File: src/hdl/faa_pkg.sv
// shared types and constants for the frame activity accumulator
`timescale 1ns / 1ps

package faa_pkg;

   localparam int KEY_SLOTS = 24;
   localparam int KEY_W     = 16;
   localparam int IDX_W     = (KEY_SLOTS > 1) ? $clog2(KEY_SLOTS) : 1;
   localparam int FILL_W    = $clog2(KEY_SLOTS + 1);

   localparam logic [11:0]       MIN_FRAME_BYTES = 12'd30;
   localparam logic signed [7:0] RESET_THRESHOLD = -8'sd65;
   localparam logic [3:0]        RESET_CHANNELS  = 4'd13;
   localparam logic [3:0]        FIRST_CHANNEL   = 4'd1;

   localparam logic       OP_FRAME = 1'b0;
   localparam logic       OP_DWELL = 1'b1;
   localparam logic [1:0] KIND_OTHER = 2'd3;

   localparam logic CSR_THRESHOLD = 1'b0;
   localparam logic CSR_CHANNELS  = 1'b1;

   typedef struct packed {
      logic             go;
      logic             clear;
      logic [KEY_W-1:0] key;
   } kt_ctrl_type;

   typedef struct packed {
      logic              busy;
      logic [FILL_W-1:0] fill;
   } kt_stat_type;

endpackage

File: src/hdl/faa_key_table.sv
// transmitter key store with a single comparator walked over the filled slots
`timescale 1ns / 1ps

module faa_key_table
   import faa_pkg::*;
(
   input  logic        clock,
   input  logic        reset,
   input  kt_ctrl_type ctrl,
   output kt_stat_type stat
);

   typedef enum logic [1:0] {
      ST_IDLE = 2'b01,
      ST_SCAN = 2'b10
   } state_type;

   state_type         state_ff, state_in;
   logic [FILL_W-1:0] fill_ff, fill_in;
   logic [FILL_W-1:0] scan_ff, scan_in;
   logic              cmp_vld_ff, cmp_vld_in;
   logic [KEY_W-1:0]  key_ff, key_in;
   logic [KEY_W-1:0]  rd_data_ff;
   logic [KEY_W-1:0]  mem [KEY_SLOTS];

   logic issue;
   logic found;
   logic wr_en;

   assign issue = (state_ff == ST_SCAN) && (scan_ff < fill_ff);
   assign found = cmp_vld_ff && (rd_data_ff == key_ff);
   assign wr_en = (state_ff == ST_SCAN) && !found && !issue && !cmp_vld_ff &&
                  (fill_ff < FILL_W'(KEY_SLOTS));

   always_comb begin
      state_in   = state_ff;
      fill_in    = fill_ff;
      scan_in    = scan_ff;
      cmp_vld_in = 1'b0;
      key_in     = key_ff;
      unique case (state_ff)
         ST_IDLE: begin
            if (ctrl.clear) begin
               fill_in = '0;
            end
            if (ctrl.go) begin
               key_in   = ctrl.key;
               scan_in  = '0;
               state_in = ST_SCAN;
            end
         end
         ST_SCAN: begin
            if (found) begin
               state_in = ST_IDLE;
            end else if (issue) begin
               cmp_vld_in = 1'b1;
               scan_in    = scan_ff + FILL_W'(1);
            end else if (!cmp_vld_ff) begin
               if (wr_en) begin
                  fill_in = fill_ff + FILL_W'(1);
               end
               state_in = ST_IDLE;
            end
         end
         default: begin
            state_in = ST_IDLE;
         end
      endcase
   end

   always_ff @(posedge clock) begin
      if (reset) begin
         state_ff   <= ST_IDLE;
         fill_ff    <= '0;
         scan_ff    <= '0;
         cmp_vld_ff <= 1'b0;
      end else begin
         state_ff   <= state_in;
         fill_ff    <= fill_in;
         scan_ff    <= scan_in;
         cmp_vld_ff <= cmp_vld_in;
      end
      key_ff <= key_in;
   end

   always_ff @(posedge clock) begin
      if (wr_en) begin
         mem[fill_ff[IDX_W-1:0]] <= key_ff;
      end
      if (issue) begin
         rd_data_ff <= mem[scan_ff[IDX_W-1:0]];
      end
   end

   assign stat.busy = (state_ff != ST_IDLE);
   assign stat.fill = fill_ff;

endmodule

File: src/hdl/frame_activity_accumulator.sv
// top level: dwell counters, channel stepping, config registers and key table
// an end-of-dwell item raises its result strobe in the cycle after it is accepted
// a counted frame holds busy while one comparator walks the filled key slots
// through a registered memory read; other items do not raise busy
// synchronous reset clears the counters and key fill, sets channel 1,
// threshold -65 dBm and channel count 13; the receiver cannot stall results
`timescale 1ns / 1ps

module frame_activity_accumulator
   import faa_pkg::*;
(
   input  logic              clock,
   input  logic              reset,
   input  logic              start,
   output logic              busy,
   input  logic              req_operation,
   input  logic [1:0]        req_frame_kind,
   input  logic [11:0]       req_frame_length,
   input  logic signed [7:0] req_signal_strength,
   input  logic [15:0]       req_transmitter_tail,
   output logic              rsp_valid,
   output logic [3:0]        rsp_dwell_channel,
   output logic [31:0]       rsp_frame_total,
   output logic [31:0]       rsp_byte_total,
   output logic [15:0]       rsp_strong_total,
   output logic [4:0]        rsp_distinct_total,
   output logic [3:0]        rsp_following_channel,
   input  logic              csr_we,
   input  logic              csr_index,
   input  logic [7:0]        csr_wdata
);

   logic signed [7:0] threshold_ff;
   logic [3:0]        channels_ff;
   logic [31:0]       frames_ff, frames_in;
   logic [31:0]       bytes_ff, bytes_in;
   logic [15:0]       strong_ff, strong_in;
   logic [3:0]        channel_ff, channel_in;
   logic              rsp_valid_ff;
   logic [3:0]        rsp_chan_ff;
   logic [31:0]       rsp_frames_ff;
   logic [31:0]       rsp_bytes_ff;
   logic [15:0]       rsp_strong_ff;
   logic [4:0]        rsp_distinct_ff;
   logic [3:0]        rsp_next_ff;

   kt_ctrl_type kt_ctrl;
   kt_stat_type kt_stat;

   logic       accept;
   logic       counted;
   logic       dwell_end;
   logic [4:0] next_wide;
   logic [3:0] next_chan;

   assign busy      = kt_stat.busy;
   assign accept    = start && !busy;
   assign counted   = accept && (req_operation == OP_FRAME) &&
                      (req_frame_kind != KIND_OTHER) &&
                      (req_frame_length >= MIN_FRAME_BYTES);
   assign dwell_end = accept && (req_operation == OP_DWELL);
   assign next_wide = {1'b0, channel_ff} + 5'd1;
   assign next_chan = (next_wide > {1'b0, channels_ff}) ? FIRST_CHANNEL : next_wide[3:0];

   assign kt_ctrl.go    = counted;
   assign kt_ctrl.clear = dwell_end;
   assign kt_ctrl.key   = req_transmitter_tail;

   faa_key_table u_key_table (
      .clock (clock),
      .reset (reset),
      .ctrl  (kt_ctrl),
      .stat  (kt_stat)
   );

   always_comb begin
      frames_in  = frames_ff;
      bytes_in   = bytes_ff;
      strong_in  = strong_ff;
      channel_in = channel_ff;
      if (counted) begin
         frames_in = frames_ff + 32'd1;
         bytes_in  = bytes_ff + {20'd0, req_frame_length};
         if (req_signal_strength >= threshold_ff) begin
            strong_in = strong_ff + 16'd1;
         end
      end else if (dwell_end) begin
         frames_in  = '0;
         bytes_in   = '0;
         strong_in  = '0;
         channel_in = next_chan;
      end
   end

   always_ff @(posedge clock) begin
      if (reset) begin
         threshold_ff <= RESET_THRESHOLD;
         channels_ff  <= RESET_CHANNELS;
         frames_ff    <= '0;
         bytes_ff     <= '0;
         strong_ff    <= '0;
         channel_ff   <= FIRST_CHANNEL;
         rsp_valid_ff <= 1'b0;
      end else begin
         if (csr_we) begin
            unique case (csr_index)
               CSR_THRESHOLD: threshold_ff <= csr_wdata;
               CSR_CHANNELS:  channels_ff  <= csr_wdata[3:0];
               default:       threshold_ff <= threshold_ff;
            endcase
         end
         frames_ff    <= frames_in;
         bytes_ff     <= bytes_in;
         strong_ff    <= strong_in;
         channel_ff   <= channel_in;
         rsp_valid_ff <= dwell_end;
      end
      if (dwell_end) begin
         rsp_chan_ff     <= channel_ff;
         rsp_frames_ff   <= frames_ff;
         rsp_bytes_ff    <= bytes_ff;
         rsp_strong_ff   <= strong_ff;
         rsp_distinct_ff <= 5'(kt_stat.fill);
         rsp_next_ff     <= next_chan;
      end
   end

   assign rsp_valid             = rsp_valid_ff;
   assign rsp_dwell_channel     = rsp_chan_ff;
   assign rsp_frame_total       = rsp_frames_ff;
   assign rsp_byte_total        = rsp_bytes_ff;
   assign rsp_strong_total      = rsp_strong_ff;
   assign rsp_distinct_total    = rsp_distinct_ff;
   assign rsp_following_channel = rsp_next_ff;

endmodule

File: config.mk
export PLATFORM = sky130hd
export DESIGN_NAME = frame_activity_accumulator
export DESIGN_NICKNAME = d
export VERILOG_FILES = /design/src/hdl/faa_pkg.sv /design/src/hdl/faa_key_table.sv /design/src/hdl/frame_activity_accumulator.sv
export SDC_FILE = /design/constraint.sdc
export NUM_CORES = 1
export LEC_CHECK = 0
export BUFFER_PORTS_ARGS = -buffer_cell sky130_fd_sc_hd__buf_2
export CORE_ASPECT_RATIO = 0.75
export CORE_UTILIZATION = 40
export DETAILED_ROUTE_END_ITERATION = 10
export SYNTH_ARGS = -nofsm -noshare
export SYNTH_HDL_FRONTEND = slang
export SYNTH_SLANG_ARGS = --single-unit
File: constraint.sdc
create_clock -name clock -period 6.71 [get_ports clock]
set_input_delay 0.3355 -clock clock [delete_from_list [all_inputs] [get_ports clock]]
set_output_delay 0.3355 -clock clock [all_outputs]
set_load 0.01 [all_outputs]
Word level (Yosys, flattened, before mapping) --
Memories as Yosys holds them, arrays and structs flattened. A register that Yosys moved wholly into a read port is not among the register bits. Cells that the tools add are included.
Storage, ports and cells: flip-flop bits (word level) 219, memories kept 1, output and inout bits 95, RAM bits 384, input bits 52, word-level logic and storage cells 100
Operators by class: equal/unequal tests 15, bitwise operators 4, add/sub/neg operators 6, order comparisons 5, reduce and logical (&&, ||, !) cells 26, multiplexer cells 25
Memory list:
- u_key_table.mem | depth 24, bits a word 16, rd ports 1, clocked after memory_dff 1, write ports 1, line faa_key_table.sv:24 | logic [KEY_W-1:0] mem [KEY_SLOTS];
Operator list (number):
- 32-bit 2-to-1 mux | 3
- 16-bit 2-to-1 mux | 3
- 5-bit 2-to-1 mux | 8
- 32-bit by 1-bit adder with 32-bit output (second input constant) | 1
- 32-bit by 12-bit adder with 32-bit output | 1
- 5-bit one-hot mux with 2 select lines | 2
- 16-bit by 1-bit adder with 16-bit output (second input constant) | 1
- 16-bit equality test | 1
- 12-bit by 5-bit >= comparator with 1-bit output (second input constant) | 1
- 2-bit inequality test (second input constant) | 6
- 1-bit logical AND | 11
- 5-bit by 1-bit adder with 5-bit output (second input constant) | 2
- 2-bit AND reduction | 5
- 8-bit >= comparator | 1
- 2-bit 2-to-1 mux | 4
- 2-bit by 1-bit inequality test with 1-bit output (second input constant) | 4
- 3-bit inequality test (second input constant) | 2
- 6-bit AND reduction | 1
- 4-bit by 1-bit adder with 5-bit output (second input constant) | 1
- 5-bit by 4-bit > comparator with 1-bit output | 1
- 5-bit < comparator | 1
- 5-bit < comparator (second input constant) | 1
- 1-bit logical NOT | 4
- 4-bit 2-to-1 mux | 1
- 9 further kinds | 15

Logic depth before layout (Yosys ltp) --
word-level depth 12, depth in mapped cells 9

Hierarchy --
A second synthesis with hierarchy kept.
Second synthesis, totals: cells, all modules 1553, area total of the unflattened synthesis 25299.3 sq um
Modules (own cells, without submodules):
- faa_key_table | instances 1, sequential area each 12752.2 sq um, cells each 765, area each 16741.1 sq um
- frame_activity_accumulator | instances 1, sequential area each 4734.5 sq um, cells each 788, area each 8558.2 sq um

Worst setup path after synthesis --
Ideal clock, no wire load.
path kind reg-to-reg, from reg u_key_table.state_ff[1], to reg bytes_ff[14], path buffers 1, data arrival time 3.993 ns, cell stages (with the launch flop) 7, library setup time 0.121 ns, path slack 2.596 ns, clock period less this slack 4.114 ns, cells stage by stage dfxtp_1 > and3b_1 > nand2_1 > inv_1 > buf_1 > nor3b_1 > mux2_2
On the way: elaborated cells between the ends (all ways) 9, classes of those cells eq/ne (1); mux (1); reduce/logical (7)
RTL lines:
- from (decl) | line faa_key_table.sv:18 | state_type state_ff, state_in;
- from (signal assigned) | line faa_key_table.sv:78 | state_ff <= state_in;
- 2-bit by 1-bit inequality test with 1-bit output | line faa_key_table.sv:95 | assign stat.busy = (state_ff != ST_IDLE);
- 1-bit logical NOT | line frame_activity_accumulator.sv:57 | assign accept = start && !busy;
- 1-bit logical AND | line frame_activity_accumulator.sv:57
- 1-bit logical AND | line frame_activity_accumulator.sv:61 | assign dwell_end = accept && (req_operation == OP_DWELL);
- via dwell_end | line frame_activity_accumulator.sv:52 | logic dwell_end;
- 2-bit nonzero test (no line)
- to (signal assigned) | line frame_activity_accumulator.sv:113 | bytes_ff <= bytes_in;
- to (decl) | line frame_activity_accumulator.sv:36 | logic [31:0] bytes_ff, bytes_in;
The timed path passes the listed nets, and every way through them passes these cells. A chain may end at the register's enable or synchronous reset.

Worst setup path in the final report --
from reg u_key_table.scan_ff[3], to mem u_key_table.mem[13][9] (enable)
On the way: word-level cells in the longest chain between the ends 8
Ends and longest elaborated chain:
- from (decl) | line faa_key_table.sv:20 | logic [FILL_W-1:0] scan_ff, scan_in;
- from (signal assigned) | line faa_key_table.sv:80 | scan_ff <= scan_in;
- 5-bit < comparator | line faa_key_table.sv:30 | assign issue = (state_ff == ST_SCAN) && (scan_ff < fill_ff);
- 1-bit logical AND | line faa_key_table.sv:30
- 1-bit logical NOT | line faa_key_table.sv:32 | assign wr_en = (state_ff == ST_SCAN) && !found && !issue && !cmp_vld_ff &&
- 1-bit logical AND (3 in a row) | line faa_key_table.sv:32
- 1-bit 2-to-1 mux | line faa_key_table.sv:87 | if (wr_en) begin
- 1-bit 2-to-1 mux (implied by the code) | line faa_key_table.sv:88 | mem[fill_ff[IDX_W-1:0]] <= key_ff;
- to (decl) | line faa_key_table.sv:24
No other way between the ends.

==> metrics.md <==
| Metric | Value |
|---|---|
| Num CTS Buffers | 60 |
| Worst hold path type | in -> reg |
| Avg WL per Cell | 23.2 um |
| Worst R2R Path Depth | 5 |
| Syn_nets | 1579 |
| Status | finished clean |
| Vias in the first global route | 13500 |
| DIE HEIGHT | 217 um |
| Layout Nets | 1777 |
| Core Rows | 78 |
| Clk root buf | clkbuf_16 |
| Yosys top cell by area | edfxtp_1 |
| Synthesized area per cell | 16.6 um2 |
| R2R setup slack | 2.36 ns |
| Most frequent cells in the layout | edfxtp_1 (509), buf_2 (145), mux4_2 (112) |
| CTS tree | built |
| Post-synth EDFFs | 509 |
| Hold path cells | 3 |
| Gr ovfl total | 0 |
| Fin Hold WS | 0.0494 ns |
| Clk pwr share | 43.1% |
| Top cells by area, synth | edfxtp_1 (62%), mux4_2 (10%), dfxtp_1 (8.9%) |
| Final setup fails | 0 |
| Slew margin rel. | 22.4% |
| Gpl congestion | 0.835 |
| Initial Util | 40.6% |
| H-tree depth | 2 |
| Synth top area share | 61.9% |
| Share of post-route cells with drive strength above 1 | 25.0% |
| Total GRT Usage | 18.9% |
| DRC errors left | 0 |
| Slew of the pin with the lowest slew margin | 1.16 ns |
| RSZ-0062 raised after global routing | no |
| Commonest non-fill, non-tap cell in the layout | edfxtp_1 |
| Post-synthesis cell type count | 69 |
| Maximum VDD drop | 207 uV |
| Fraction of registers with async set/reset | 0% |
| Initial DRC Count | 1329 |
| Net Sw Frac | 20.7% |
| Critical Path RT | 6.95 ns |
| Port Buffers | 146 |
| Sequential element share of the synthesized area | 70.8% |
| CTS Sinks | 619 |
| Achievable Freq | 230 MHz |
| Startpoint types | register |
| Initial antenna violation count | 4 |
| Number of fill cells | 5159 |
| First-pass GRT wire length | 88000 um |
| Tcrit/Tclk final | 64.9% |
| Setup TNS | 0 ns |
| Comb power frac | 3.1% |
| Post-route ant nets | 0 |
| Routed WL | 58900 um |
| HP Start | csr_we |
| Pins Over Slew Limit | 0 |
| Leak Pwr | 9.67 nW |
| Die area | 0.0628 mm2 |
| Area grow syn2layout | 16.1% |
| Power Density | 271 mW/mm2 |
| Core area | 0.0608 mm2 |
| Clock Skews | 0.0198 ns |
| FF-to-FF Start | u_key_table.scan_ff[3] |
| Switching pwr | 0.00161 W |
| Crit path DAT | 4.60 ns |
| Ant. Diodes | 0 |
| Cell internal pwr | 0.00617 W |
| Pin count of the biggest net entering global routing | 82 |
| Max Cap Viol | 0 |
| Tmin final | 4.35 ns |
| Cells after Synth | 1490 |
| Die width | 289 um |
| DRT Pass-1 Iters | 5 |
| Post-detail-place hpwl | 38500 um |
| Worst-path fanout max | 20 |
| IO Count | 147 |
| Vias | 14000 |
| Flops & latches, synth | 619 |
| Main synth FF type | edfxtp_1 |
| Via/cell ratio | 5.52 |
| WHS Endpoint | channels_ff[1] |
| R2r endpoint | u_key_table.mem[13][9] |
| CTS Buffer Depth | 3 |
| Area of the mapped netlist | 0.0247 mm2 |
| Clock Latency Late Sink | 0.63 ns |
| Worst Setup End Kind | register |
| Clk slew on worst S/H paths | 0.06 ns |
| Syn. warnings | 0 |
| Final-report hold violation count | 0 |
| Seq pwr share | 53.8% |
| Crit path kind | reg -> reg |
power by group through the flow:
stage	registers, W	clock network [W]	logic [W]
6_report	0.00419	0.00335	0.000243
3_3_place_gp	0.00427	0	0.000230
4_1_cts	0.00419	0.00343	0.000246
5_1_grt	0.00419	0.00358	0.000268
2_1_floorplan	0.00429	0	0.000116
3_5_place_dp	0.00427	0	0.000234
cell type report:
cell class	instances	area, um2	area share, %
clock buffer	76	1600	5.58
clock inverter	38	364	1.27
inverter	30	115	0.401
multi-input combinational	775	6900	24.1
sequential	619	17500	61.0
tap	800	1000	3.49
timing repair buffer	202	1210	4.23
state kept, by name, indices dropped and copies added (netlist names), 32 cells and up:
signal	flops
u_key_table.mem	384
bytes_ff	32
rsp_byte_total	32
rsp_frame_total	32
frames_ff	32
cell families after synthesis:
family / Yosys count / synth area share [%]
compound gates: 169 / 4.64
xor+xnor: 25 / 0.886
fa+ha+maj: 37 / 1.90
buf+inv: 96 / 1.56
flops: 619 / 70.8
mux: 162 / 12.3
simple gates: 382 / 7.94
worst max path at each step:
stage	cells after the start	startpoint	endpoint	slack, ns
final	5	u_key_table.scan_ff[3]	u_key_table.mem[13][9]	2.36
after global routing	5	u_key_table.scan_ff[3]	u_key_table.mem[13][8]	2.20
after CTS	5	u_key_table.scan_ff[3]	u_key_table.mem[13][7]	2.53
after detailed placement	5	u_key_table.scan_ff[3]	u_key_table.mem[13][9]	2.55
after global placement	5	u_key_table.scan_ff[3]	u_key_table.mem[5][14]	2.70
after floorplan	6	u_key_table.state_ff[1]	bytes_ff[14]	2.60
cell usage after synthesis (all sizes together) (5+ instances only):
cell type	count
edfxtp	509
mux4	112
dfxtp	110
nor2	90
nand2	87
a21oi	56
nand3	55
clkbuf	48
mux2i	37
ha	36
inv	30
and3	26
nor4	21
nand4	19
xor2	19
buf	18
o21ai	15
or3	15
a211o	14
o211ai	14
mux2	13
o31ai	12
nor3	11
a21o	9
and4	8
nor3b	8
o21a	8
o41ai	8
or4	8
nand2b	7
a31oi	6
nor2b	6
or2	6
xnor2	6
a211oi	5
metrics by stage:
step / setup slack [ns] / util [%] / total power, W / instance area [um2] / std cells
global placement: 2.70 / 43.6 / 0.00450 / 26500 / 2402
detailed placement: 2.55 / 43.6 / 0.00451 / 26500 / 2402
global route: 2.20 / 47.2 / 0.00804 / 28700 / 2540
CTS: 2.53 / 47.2 / 0.00787 / 28700 / 2540
floorplan: 2.60 / - / 0.00440 / 24700 / 1490
finish: 2.36 / 47.2 / 0.00779 / 28700 / 2540
metal layers:
metal / routed length, um / share of wire, % / global-route usage, %
met2: 25300 / 43 / 26.3
met4: 1250 / 2.1 / 5.19
met3: 4800 / 8.1 / 4.14
met1: 27500 / 47 / 29.5
met5: 0 / 0 / 0
critical path, stage by stage (launching register included):
cell	delay [ns]
dfxtp_1	0.96
ha_1	0.24
nand2_1	0.07
o21ai_0	0.84
nand4_1	0.84
nor2_2	1.00
repair_timing:
| action | in CTS | in global routing |
|---|---|---|
| hold endpoints to repair | 25 | 0 |
| hold buffers | 24 | 0 |
| resized for setup | 0 | 0 |
| buffers inserted | 0 | 0 |
(Power assumes the default switching activity.)
